--- src/rtl/rt_pkg.sv ---
// Shared types and constants for the rank transform block.
package rt_pkg;

    localparam int VALUE_W          = 32;
    localparam int RANK_W           = 6;
    localparam int MAX_ELEMENTS_DEF = 64;

    // Commands from the controller to the datapath
    typedef struct packed {
        logic store;    // word accepted on the item channel
        logic close;    // accepted word closes the set
        logic scan_rd;  // read the next stored value for the minimum search
        logic pick;     // commit the current minimum as the next rank
        logic emit_ld;  // load one result into the output register
    } rt_cmd_t;

    // Status from the datapath to the controller
    typedef struct packed {
        logic scan_last;  // scan index points at the last stored entry
        logic rank_last;  // rank being committed is the last of the set
        logic emit_last;  // emit index points at the last stored entry
        logic out_free;   // output register can take a result this cycle
    } rt_stat_t;

endpackage

--- src/rtl/rt_ctrl.sv ---
// Controller state machine for the rank transform block.
module rt_ctrl (
    input  logic             clk,
    input  logic             rst_n,
    input  logic             item_valid,
    input  logic             last,
    output logic             item_stall,
    input  rt_pkg::rt_stat_t stat,
    output rt_pkg::rt_cmd_t  cmd
);
    import rt_pkg::*;

    localparam logic [2:0] ST_IDLE     = 3'd0;
    localparam logic [2:0] ST_SCAN     = 3'd1;
    localparam logic [2:0] ST_SCAN_END = 3'd2;
    localparam logic [2:0] ST_PICK     = 3'd3;
    localparam logic [2:0] ST_EMIT_RD  = 3'd4;
    localparam logic [2:0] ST_EMIT_LD  = 3'd5;

    logic [2:0] state_reg;
    logic [2:0] state_next;

    // Take words only while collecting a set
    assign item_stall = (state_reg != ST_IDLE);

    // Decode state into commands and pick the next state
    always_comb
    begin
        state_next  = state_reg;
        cmd         = '0;
        unique case (state_reg)
            ST_IDLE:
            begin
                if (item_valid)
                begin
                    cmd.store = 1'b1;
                    if (last)
                    begin
                        cmd.close  = 1'b1;
                        state_next = ST_SCAN;
                    end
                end
            end
            ST_SCAN:
            begin
                cmd.scan_rd = 1'b1;
                if (stat.scan_last)
                begin
                    state_next = ST_SCAN_END;
                end
            end
            ST_SCAN_END:
            begin
                state_next = ST_PICK;
            end
            ST_PICK:
            begin
                cmd.pick   = 1'b1;
                state_next = stat.rank_last ? ST_EMIT_RD : ST_SCAN;
            end
            ST_EMIT_RD:
            begin
                state_next = ST_EMIT_LD;
            end
            ST_EMIT_LD:
            begin
                if (stat.out_free)
                begin
                    cmd.emit_ld = 1'b1;
                    state_next  = stat.emit_last ? ST_IDLE : ST_EMIT_RD;
                end
            end
            default:
            begin
                state_next = ST_IDLE;
            end
        endcase
    end

    // Advance state
    always_ff @(posedge clk or negedge rst_n)
    begin
        if (!rst_n)
        begin
            state_reg <= ST_IDLE;
        end
        else
        begin
            state_reg <= state_next;
        end
    end

endmodule

--- src/rtl/rt_datapath.sv ---
// Datapath for the rank transform block: stores, minimum search, output register.
module rt_datapath #(
    parameter int MAX_ELEMENTS = rt_pkg::MAX_ELEMENTS_DEF
) (
    input  logic                             clk,
    input  logic                             rst_n,
    input  rt_pkg::rt_cmd_t                  cmd,
    output rt_pkg::rt_stat_t                 stat,
    input  logic signed [rt_pkg::VALUE_W-1:0] value,
    output logic                             res_valid,
    input  logic                             res_stall,
    output logic [rt_pkg::RANK_W-1:0]        rank,
    output logic                             final_res,
    output logic                             overflow
);
    import rt_pkg::*;

    localparam int IDX_W = (MAX_ELEMENTS > 1) ? $clog2(MAX_ELEMENTS) : 1;
    localparam int CNT_W = $clog2(MAX_ELEMENTS + 1);

    // Value and rank memories
    logic signed [VALUE_W-1:0] value_mem [MAX_ELEMENTS];
    logic [RANK_W-1:0]         rank_mem  [MAX_ELEMENTS];
    logic signed [VALUE_W-1:0] val_rd_reg;
    logic [RANK_W-1:0]         rank_rd_reg;

    logic [MAX_ELEMENTS-1:0]   chosen_reg;
    logic [CNT_W-1:0]          count_reg;
    logic                      dropped_reg;
    logic [IDX_W-1:0]          j_reg;
    logic [IDX_W-1:0]          j_d_reg;
    logic                      cmp_valid_reg;
    logic [CNT_W-1:0]          r_reg;
    logic [IDX_W-1:0]          k_reg;
    logic                      have_reg;
    logic [IDX_W-1:0]          best_reg;
    logic signed [VALUE_W-1:0] best_val_reg;
    logic                      room;
    logic                      better;
    logic                      clear_set;

    logic                      out_valid_reg;
    logic [RANK_W-1:0]         rank_reg;
    logic                      final_reg;
    logic                      overflow_reg;

    assign room      = (count_reg < CNT_W'(MAX_ELEMENTS));
    assign clear_set = cmd.emit_ld && stat.emit_last;
    assign better    = cmp_valid_reg && !chosen_reg[j_d_reg]
                       && (!have_reg || (val_rd_reg < best_val_reg));

    // Report loop positions to the controller
    assign stat.scan_last = ((CNT_W'(j_reg) + CNT_W'(1)) == count_reg);
    assign stat.rank_last = ((r_reg + CNT_W'(1)) == count_reg);
    assign stat.emit_last = ((CNT_W'(k_reg) + CNT_W'(1)) == count_reg);
    assign stat.out_free  = !out_valid_reg || !res_stall;

    // Write values on store, read one entry per cycle for the search
    always_ff @(posedge clk)
    begin
        if (cmd.store && room)
        begin
            value_mem[count_reg[IDX_W-1:0]] <= value;
        end
        val_rd_reg <= value_mem[j_reg];
    end

    // Write ranks on pick, read back for emission
    always_ff @(posedge clk)
    begin
        if (cmd.pick)
        begin
            rank_mem[best_reg] <= RANK_W'(r_reg);
        end
        rank_rd_reg <= rank_mem[k_reg];
    end

    // Hold the running minimum
    always_ff @(posedge clk)
    begin
        if (better)
        begin
            best_reg     <= j_d_reg;
            best_val_reg <= val_rd_reg;
        end
    end

    // Control counters and flags
    always_ff @(posedge clk or negedge rst_n)
    begin
        if (!rst_n)
        begin
            chosen_reg    <= '0;
            count_reg     <= '0;
            dropped_reg   <= 1'b0;
            j_reg         <= '0;
            j_d_reg       <= '0;
            cmp_valid_reg <= 1'b0;
            r_reg         <= '0;
            k_reg         <= '0;
            have_reg      <= 1'b0;
        end
        else
        begin
            cmp_valid_reg <= cmd.scan_rd;
            j_d_reg       <= j_reg;

            // Collect the set
            if (cmd.store)
            begin
                if (room)
                begin
                    count_reg <= count_reg + CNT_W'(1);
                end
                else
                begin
                    dropped_reg <= 1'b1;
                end
            end

            if (cmd.close)
            begin
                j_reg    <= '0;
                r_reg    <= '0;
                k_reg    <= '0;
                have_reg <= 1'b0;
            end

            // Step the scan
            if (cmd.scan_rd)
            begin
                j_reg <= j_reg + IDX_W'(1);
            end

            if (better)
            begin
                have_reg <= 1'b1;
            end

            // Commit the minimum and restart the scan
            if (cmd.pick)
            begin
                chosen_reg[best_reg] <= 1'b1;
                r_reg                <= r_reg + CNT_W'(1);
                j_reg                <= '0;
                have_reg             <= 1'b0;
            end

            if (cmd.emit_ld)
            begin
                k_reg <= k_reg + IDX_W'(1);
            end

            // Drop the set once its last result is loaded
            if (clear_set)
            begin
                chosen_reg  <= '0;
                count_reg   <= '0;
                dropped_reg <= 1'b0;
                k_reg       <= '0;
            end
        end
    end

    // Output register valid
    always_ff @(posedge clk or negedge rst_n)
    begin
        if (!rst_n)
        begin
            out_valid_reg <= 1'b0;
        end
        else if (cmd.emit_ld)
        begin
            out_valid_reg <= 1'b1;
        end
        else if (!res_stall)
        begin
            out_valid_reg <= 1'b0;
        end
    end

    // Output register payload
    always_ff @(posedge clk)
    begin
        if (cmd.emit_ld)
        begin
            rank_reg     <= rank_rd_reg;
            final_reg    <= stat.emit_last;
            overflow_reg <= dropped_reg;
        end
    end

    assign res_valid = out_valid_reg;
    assign rank      = rank_reg;
    assign final_res = final_reg;
    assign overflow  = overflow_reg;

endmodule

--- src/rtl/rank_transform_top.sv ---
// Top level of the rank transform block.
//
// Values arrive one word per item; the word with last high closes the set. Up to
// MAX_ELEMENTS values are stored, later ones are dropped and every result of that
// set then carries overflow. Once the set closes, the block ranks the n stored
// values by repeated minimum selection (equal values rank in arrival order) and
// emits one rank per stored value in arrival order, final_res on the last one.
// Ranking scans the value store once per rank, one entry per cycle through its
// single read port; emission reads each result from the rank store and then loads
// it into the output register once that register is free to take it. Items
// are stalled from the closing word until the last result is loaded into the
// output register.
module rank_transform_top #(
    parameter int MAX_ELEMENTS = rt_pkg::MAX_ELEMENTS_DEF
) (
    input  logic                              clk,
    input  logic                              rst_n,
    input  logic                              item_valid,
    output logic                              item_stall,
    input  logic signed [rt_pkg::VALUE_W-1:0] value,
    input  logic                              last,
    output logic                              res_valid,
    input  logic                              res_stall,
    output logic [rt_pkg::RANK_W-1:0]         rank,
    output logic                              final_res,
    output logic                              overflow
);
    import rt_pkg::*;

    rt_cmd_t  cmd;
    rt_stat_t stat;

    rt_ctrl u_ctrl (
        .clk        (clk),
        .rst_n      (rst_n),
        .item_valid (item_valid),
        .last       (last),
        .item_stall (item_stall),
        .stat       (stat),
        .cmd        (cmd)
    );

    rt_datapath #(
        .MAX_ELEMENTS (MAX_ELEMENTS)
    ) u_datapath (
        .clk       (clk),
        .rst_n     (rst_n),
        .cmd       (cmd),
        .stat      (stat),
        .value     (value),
        .res_valid (res_valid),
        .res_stall (res_stall),
        .rank      (rank),
        .final_res (final_res),
        .overflow  (overflow)
    );

endmodule

--- config.mk ---
export PLATFORM = sky130hd
export DESIGN_NAME = rank_transform_top
export DESIGN_NICKNAME = d
export VERILOG_FILES = /design/src/rtl/rt_pkg.sv /design/src/rtl/rt_ctrl.sv /design/src/rtl/rt_datapath.sv /design/src/rtl/rank_transform_top.sv
export SDC_FILE = /design/constraint.sdc
export NUM_CORES = 2
export LEC_CHECK = 0
export BUFFER_PORTS_ARGS = -buffer_cell sky130_fd_sc_hd__buf_2
export CORE_MARGIN = 3
export CORE_UTILIZATION = 57
export DETAILED_ROUTE_END_ITERATION = 7
export HOLD_SLACK_MARGIN = 0.05
export PLACE_DENSITY = 0.76
export SYNTH_ARGS = -nofsm -noshare
export SYNTH_HDL_FRONTEND = slang
export SYNTH_SLANG_ARGS = --single-unit
export TNS_END_PERCENT = 10
--- constraint.sdc ---
create_clock -name clk -period 3.25 [get_ports clk]
set_input_delay 0.65 -clock clk [delete_from_list [all_inputs] [get_ports clk]]
set_output_delay 0.65 -clock clk [all_outputs]
set_load 0.05 [all_outputs]
==> qor.txt <==
STATUS
---------------------------------------------------------------------------------
Result of the run                                                    complete, but fails checks
Violations in the final reports                                      antenna violations, negative setup slack

CTS
---------------------------------------------------------------------------------
Cts bufs inserted                                                             240
Worst-skew pair later-pin latency                                         0.90 ns
Clock tree buffer depth                                                         3
TritonCTS clock tree                                                          yes
Clk root buf                                                         sky130_fd_sc_hd__clkbuf_16
Clock-pin slew on the worst setup and hold paths                          0.06 ns
Post-CTS Setup Repair Bufs                                                      0
Clock net sink count                                                         2619
Number of H-tree levels                                                         4

CELLS AND AREA
---------------------------------------------------------------------------------
Layout Area Growth over Synthesis                                           13.6%
Fill cells                                                                  10537
Final cell count without fillers                                             7134
Design area                                                           114000 um^2
Reg area                                                               77800 um^2
Max FFs per register                                                         2048
Area taken by multi-input logic gates                                  21900 um^2
Share of the core filled with cells                                         65.3%
Fraction of final layout cells sized beyond drive strength 1                32.4%
# nets final                                                                 4659

WORST SETUP PATH
---------------------------------------------------------------------------------
Cell type of the slowest stage on the worst timing path              sky130_fd_sc_hd__dfrtp_1
Arrival time at the worst endpoint                                        3.83 ns
Startpoint class of the critical path                                    register
Cell chain of the critical path                                      buf_4, mux4_2, mux2_2, nand4_1, nand4_1, nor3_1, buf_4, o21ai_0, inv_2, buf_12
Cell family contributing the most delay on the critical path         buffers and inverters
Data required time at the worst endpoint                                  3.83 ns
Startpoint-to-endpoint class of the critical path                    register to register
Nature of the critical path endpoint                                     register
Highest fanout seen on the critical path                                       16
Worst path bufs/invs                                                            4
Delay of the slowest cell on the worst path                               0.65 ns

LOGIC SYNTHESIS
---------------------------------------------------------------------------------
YS warnings                                                                     0
Gate Count Post-Synth                                                        4262
Number of enable-type register cells in the synthesized netlist              2478
Top cells by area, synth                                             sky130_fd_sc_hd__edfxtp_1, sky130_fd_sc_hd__mux4_2, sky130_fd_sc_hd__dfrtp_1
Simple logic cell fraction of the synthesized area                          1.77%
Net count of the mapped netlist                                              4334
Post-synthesis instance area                                          100000 um^2
Fraction of synthesis flops using an asynchronous set or reset pin          3.93%
Largest area contributor in the synthesized netlist                  sky130_fd_sc_hd__edfxtp_1
Synth Flop Type                                                      sky130_fd_sc_hd__edfxtp_1
Register area share after synthesis                                         77.6%
Share of cell area taken by muxes after synthesis                           18.4%
Flip-flop and latch count after synthesis                                    2619
Xor and xnor area share after synthesis                                    0.306%
Compound-cell area share of the yosys netlist                              0.452%
Mean instance size in the synthesized netlist                           23.5 um^2
Number of distinct library cells after synthesis                               52
Fraction of synthesized cell area taken by the top area cell type           74.3%
Combinational family with the most area after synthesis              multiplexers
Adder and majority cell fraction of the synthesized area                   0.437%

PLACED DESIGN
---------------------------------------------------------------------------------
Detailed-placement wirelength estimate                                  129000 um
Placed cell areas                                                     106000 um^2
Port Buf Inserts                                                               46
Placer Congestion                                                           0.809
Number of placed instances with taps included                                6669

STA
---------------------------------------------------------------------------------
Max Clock Skew                                                          0.0596 ns
Final period demand of the worst path                                     3.25 ns
Unrepaired setup endpoints after global routing                                no
Final setup violation count                                                     2
Setup TNS                                                             -0.00395 ns
Final worst path period share                                                100%
Normalized max-slew margin                                                  24.5%
Final Hold Viols                                                                0
Achievable Freq                                                           307 MHz
Slew of the pin with the lowest slew margin                               1.13 ns
Max-slew violations                                                             0
Final Worst Setup Slack                                               -0.00207 ns

GRT
---------------------------------------------------------------------------------
Maximum number of pins on one net before global-route repair                   67
Via count of the first global-routing pass                                  49254
Leftover overflow at the end of global routing                                  0
Antenna violations before repair                                               21
Total GRT Usage                                                             26.9%
Global-route wire length before repair                                  349000 um

DETAILED ROUTING
---------------------------------------------------------------------------------
Final antenna-violating net count                                               1
Total length of routed wires                                            237000 um
Detailed router's first-iteration violation count                            6272
Drc violations                                                                  0
Average wire per cell in the routed design                                33.2 um
Via density per instance                                                     6.68
Number of iterations in the first detailed-routing pass                         7
Vias                                                                        47622

FLOORPLANNING
---------------------------------------------------------------------------------
Overall die area                                                      181000 um^2
Starting Density                                                            57.5%
Row Count                                                                     153
X dimension of the die                                                     425 um
Die Ht                                                                     425 um
Total I/O pin count                                                            47
Core area                                                             174000 um^2

WORST HOLD PATH
---------------------------------------------------------------------------------
Worst hold path class                                                input pin to register

POWER AND IR DROP
---------------------------------------------------------------------------------
PwrDens                                                               759 nW/um^2
Total design power                                                        86.4 mW
Worst VDD drop                                                           0.668 mV
Leakage                                                                   35.3 nW

JOB
---------------------------------------------------------------------------------
Count of maximum capacitance violations                                         0

==> cell usage in the layout (no fill, tap or decap), types with 6 or more instances in the layout <==
cell                        synthesis  layout
sky130_fd_sc_hd__edfxtp_1        2478    2478
sky130_fd_sc_hd__inv_1             39      38
sky130_fd_sc_hd__bufinv_16          0      14
sky130_fd_sc_hd__mux2i_1            7       7
sky130_fd_sc_hd__clkinv_2           0      45
sky130_fd_sc_hd__nand4_1           12      12
sky130_fd_sc_hd__buf_12             0      92
sky130_fd_sc_hd__xor2_1            13      13
sky130_fd_sc_hd__clkbuf_1         116      71
sky130_fd_sc_hd__and3_1            10      10
sky130_fd_sc_hd__o21ai_0           28      28
sky130_fd_sc_hd__mux4_2           815     815
sky130_fd_sc_hd__ha_1              35      35
sky130_fd_sc_hd__clkbuf_8           0      23
sky130_fd_sc_hd__nor2_4             0      64
sky130_fd_sc_hd__clkinv_1           0      39
sky130_fd_sc_hd__clkbuf_16          0     240
sky130_fd_sc_hd__nand3b_1           6       6
sky130_fd_sc_hd__nor2b_1            9       9
sky130_fd_sc_hd__xnor2_1           22      22
sky130_fd_sc_hd__dfrtp_2            0      10
sky130_fd_sc_hd__dfrtp_1          103      87
sky130_fd_sc_hd__a21oi_1           16      16
sky130_fd_sc_hd__nand2_1           44      44
sky130_fd_sc_hd__nand3_1           18      18
sky130_fd_sc_hd__dfxtp_1           38      38
sky130_fd_sc_hd__diode_2            0       8
sky130_fd_sc_hd__buf_2             49      45
sky130_fd_sc_hd__clkinv_16          0       8
sky130_fd_sc_hd__dfrtp_4            0       6
sky130_fd_sc_hd__nor2_1           289     225
sky130_fd_sc_hd__buf_4              3     165
==> worst min-delay path: stages <==
cell and delay, ns:
sky130_fd_sc_hd__buf_2 0.15, sky130_fd_sc_hd__nand2_1 0.11, sky130_fd_sc_hd__nand2_1 0.05
==> cells in the mapped netlist (5+ instances only) <==
| library cell | number |
|---|---|
| sky130_fd_sc_hd__mux2i_1 | 7 |
| sky130_fd_sc_hd__and3_1 | 10 |
| sky130_fd_sc_hd__nor2_1 | 289 |
| sky130_fd_sc_hd__xor2_1 | 13 |
| sky130_fd_sc_hd__nand3b_1 | 6 |
| sky130_fd_sc_hd__dfrtp_1 | 103 |
| sky130_fd_sc_hd__ha_1 | 35 |
| sky130_fd_sc_hd__a21oi_1 | 16 |
| sky130_fd_sc_hd__nand2_1 | 44 |
| sky130_fd_sc_hd__edfxtp_1 | 2478 |
| sky130_fd_sc_hd__nand3_1 | 18 |
| sky130_fd_sc_hd__buf_2 | 49 |
| sky130_fd_sc_hd__a211oi_1 | 5 |
| sky130_fd_sc_hd__mux4_2 | 815 |
| sky130_fd_sc_hd__o21ai_0 | 28 |
| sky130_fd_sc_hd__buf_1 | 50 |
| sky130_fd_sc_hd__clkbuf_1 | 116 |
| sky130_fd_sc_hd__inv_1 | 39 |
| sky130_fd_sc_hd__xnor2_1 | 22 |
| sky130_fd_sc_hd__dfxtp_1 | 38 |
| sky130_fd_sc_hd__nor2b_1 | 9 |
| sky130_fd_sc_hd__nand4_1 | 12 |
==> area by class of cell <==
class / count / area share, %
timing repair buffer: 303 / 2.91
inverter: 40 / 0.132
clock buffer: 334 / 5.79
sequential: 2619 / 68.3
antenna: 8 / 0.0176
tap: 2325 / 2.55
multi-input combinational: 1383 / 19.2
clock inverter: 122 / 1.08
==> routing by layer <==
layer / part of all wire [%] / global-route usage (%) / vias up
li1: - / - / 18699
met1: 36 / 35.8 / 25565
met2: 52 / 45.4 / 2817
met3: 8.3 / 4.82 / 537
met4: 3.3 / 9.31 / 4
met5: 0.011 / 0 / -
==> through the flow <==
stage          hold slack [ns]  setup slack, ns
2_1_floorplan            0.352           -0.516
3_3_place_gp             0.391            0.156
3_5_place_dp             0.402            0.122
4_1_cts                 0.0532           0.0665
5_1_grt                  0.131          0.00391
6_report                 0.128         -0.00207
==> worst paths after layout <==
kind                       slack [ns]  cells past startpoint                          to                 startpoint
max                            -0.002                     10  u_datapath.best_val_reg[6]      u_datapath.j_d_reg[2]
min                              0.13                      3        u_datapath.res_valid                  res_stall
max reg2reg                    -0.002                     10  u_datapath.best_val_reg[6]      u_datapath.j_d_reg[2]
min reg2reg                      0.41                      0          u_datapath.rank[2]  u_datapath.rank_rd_reg[2]
max in group asynchronous        2.13                      3         u_datapath.j_reg[0]                      rst_n
min in group asynchronous        0.32                      2    u_datapath.chosen_reg[8]                      rst_n
==> timing repair <==
action / CTS / global route
endpoints found under the hold margin: 41 / 0
hold buffers: 1 / 0
setup endpoints to repair: 0 / 38
resized for setup: 0 / 1
==> report_power, final <==
| part | internal, mW | switching, mW |
|---|---|---|
| Sequential | 38.5 | 0.878 |
| Clock | 15.4 | 12.3 |
| Combinational | 9.50 | 9.82 |
==> kinds of logic after synthesis <==
logic type,after synthesis
xor gates and xnor gates,35
DFF,2619
muxes,823
and+or+nand+nor,416
adders and majority gates,35
AOI/OAI and AO/OA,74
buffers and inverters,260
Power figures use the tool's default switching activity.
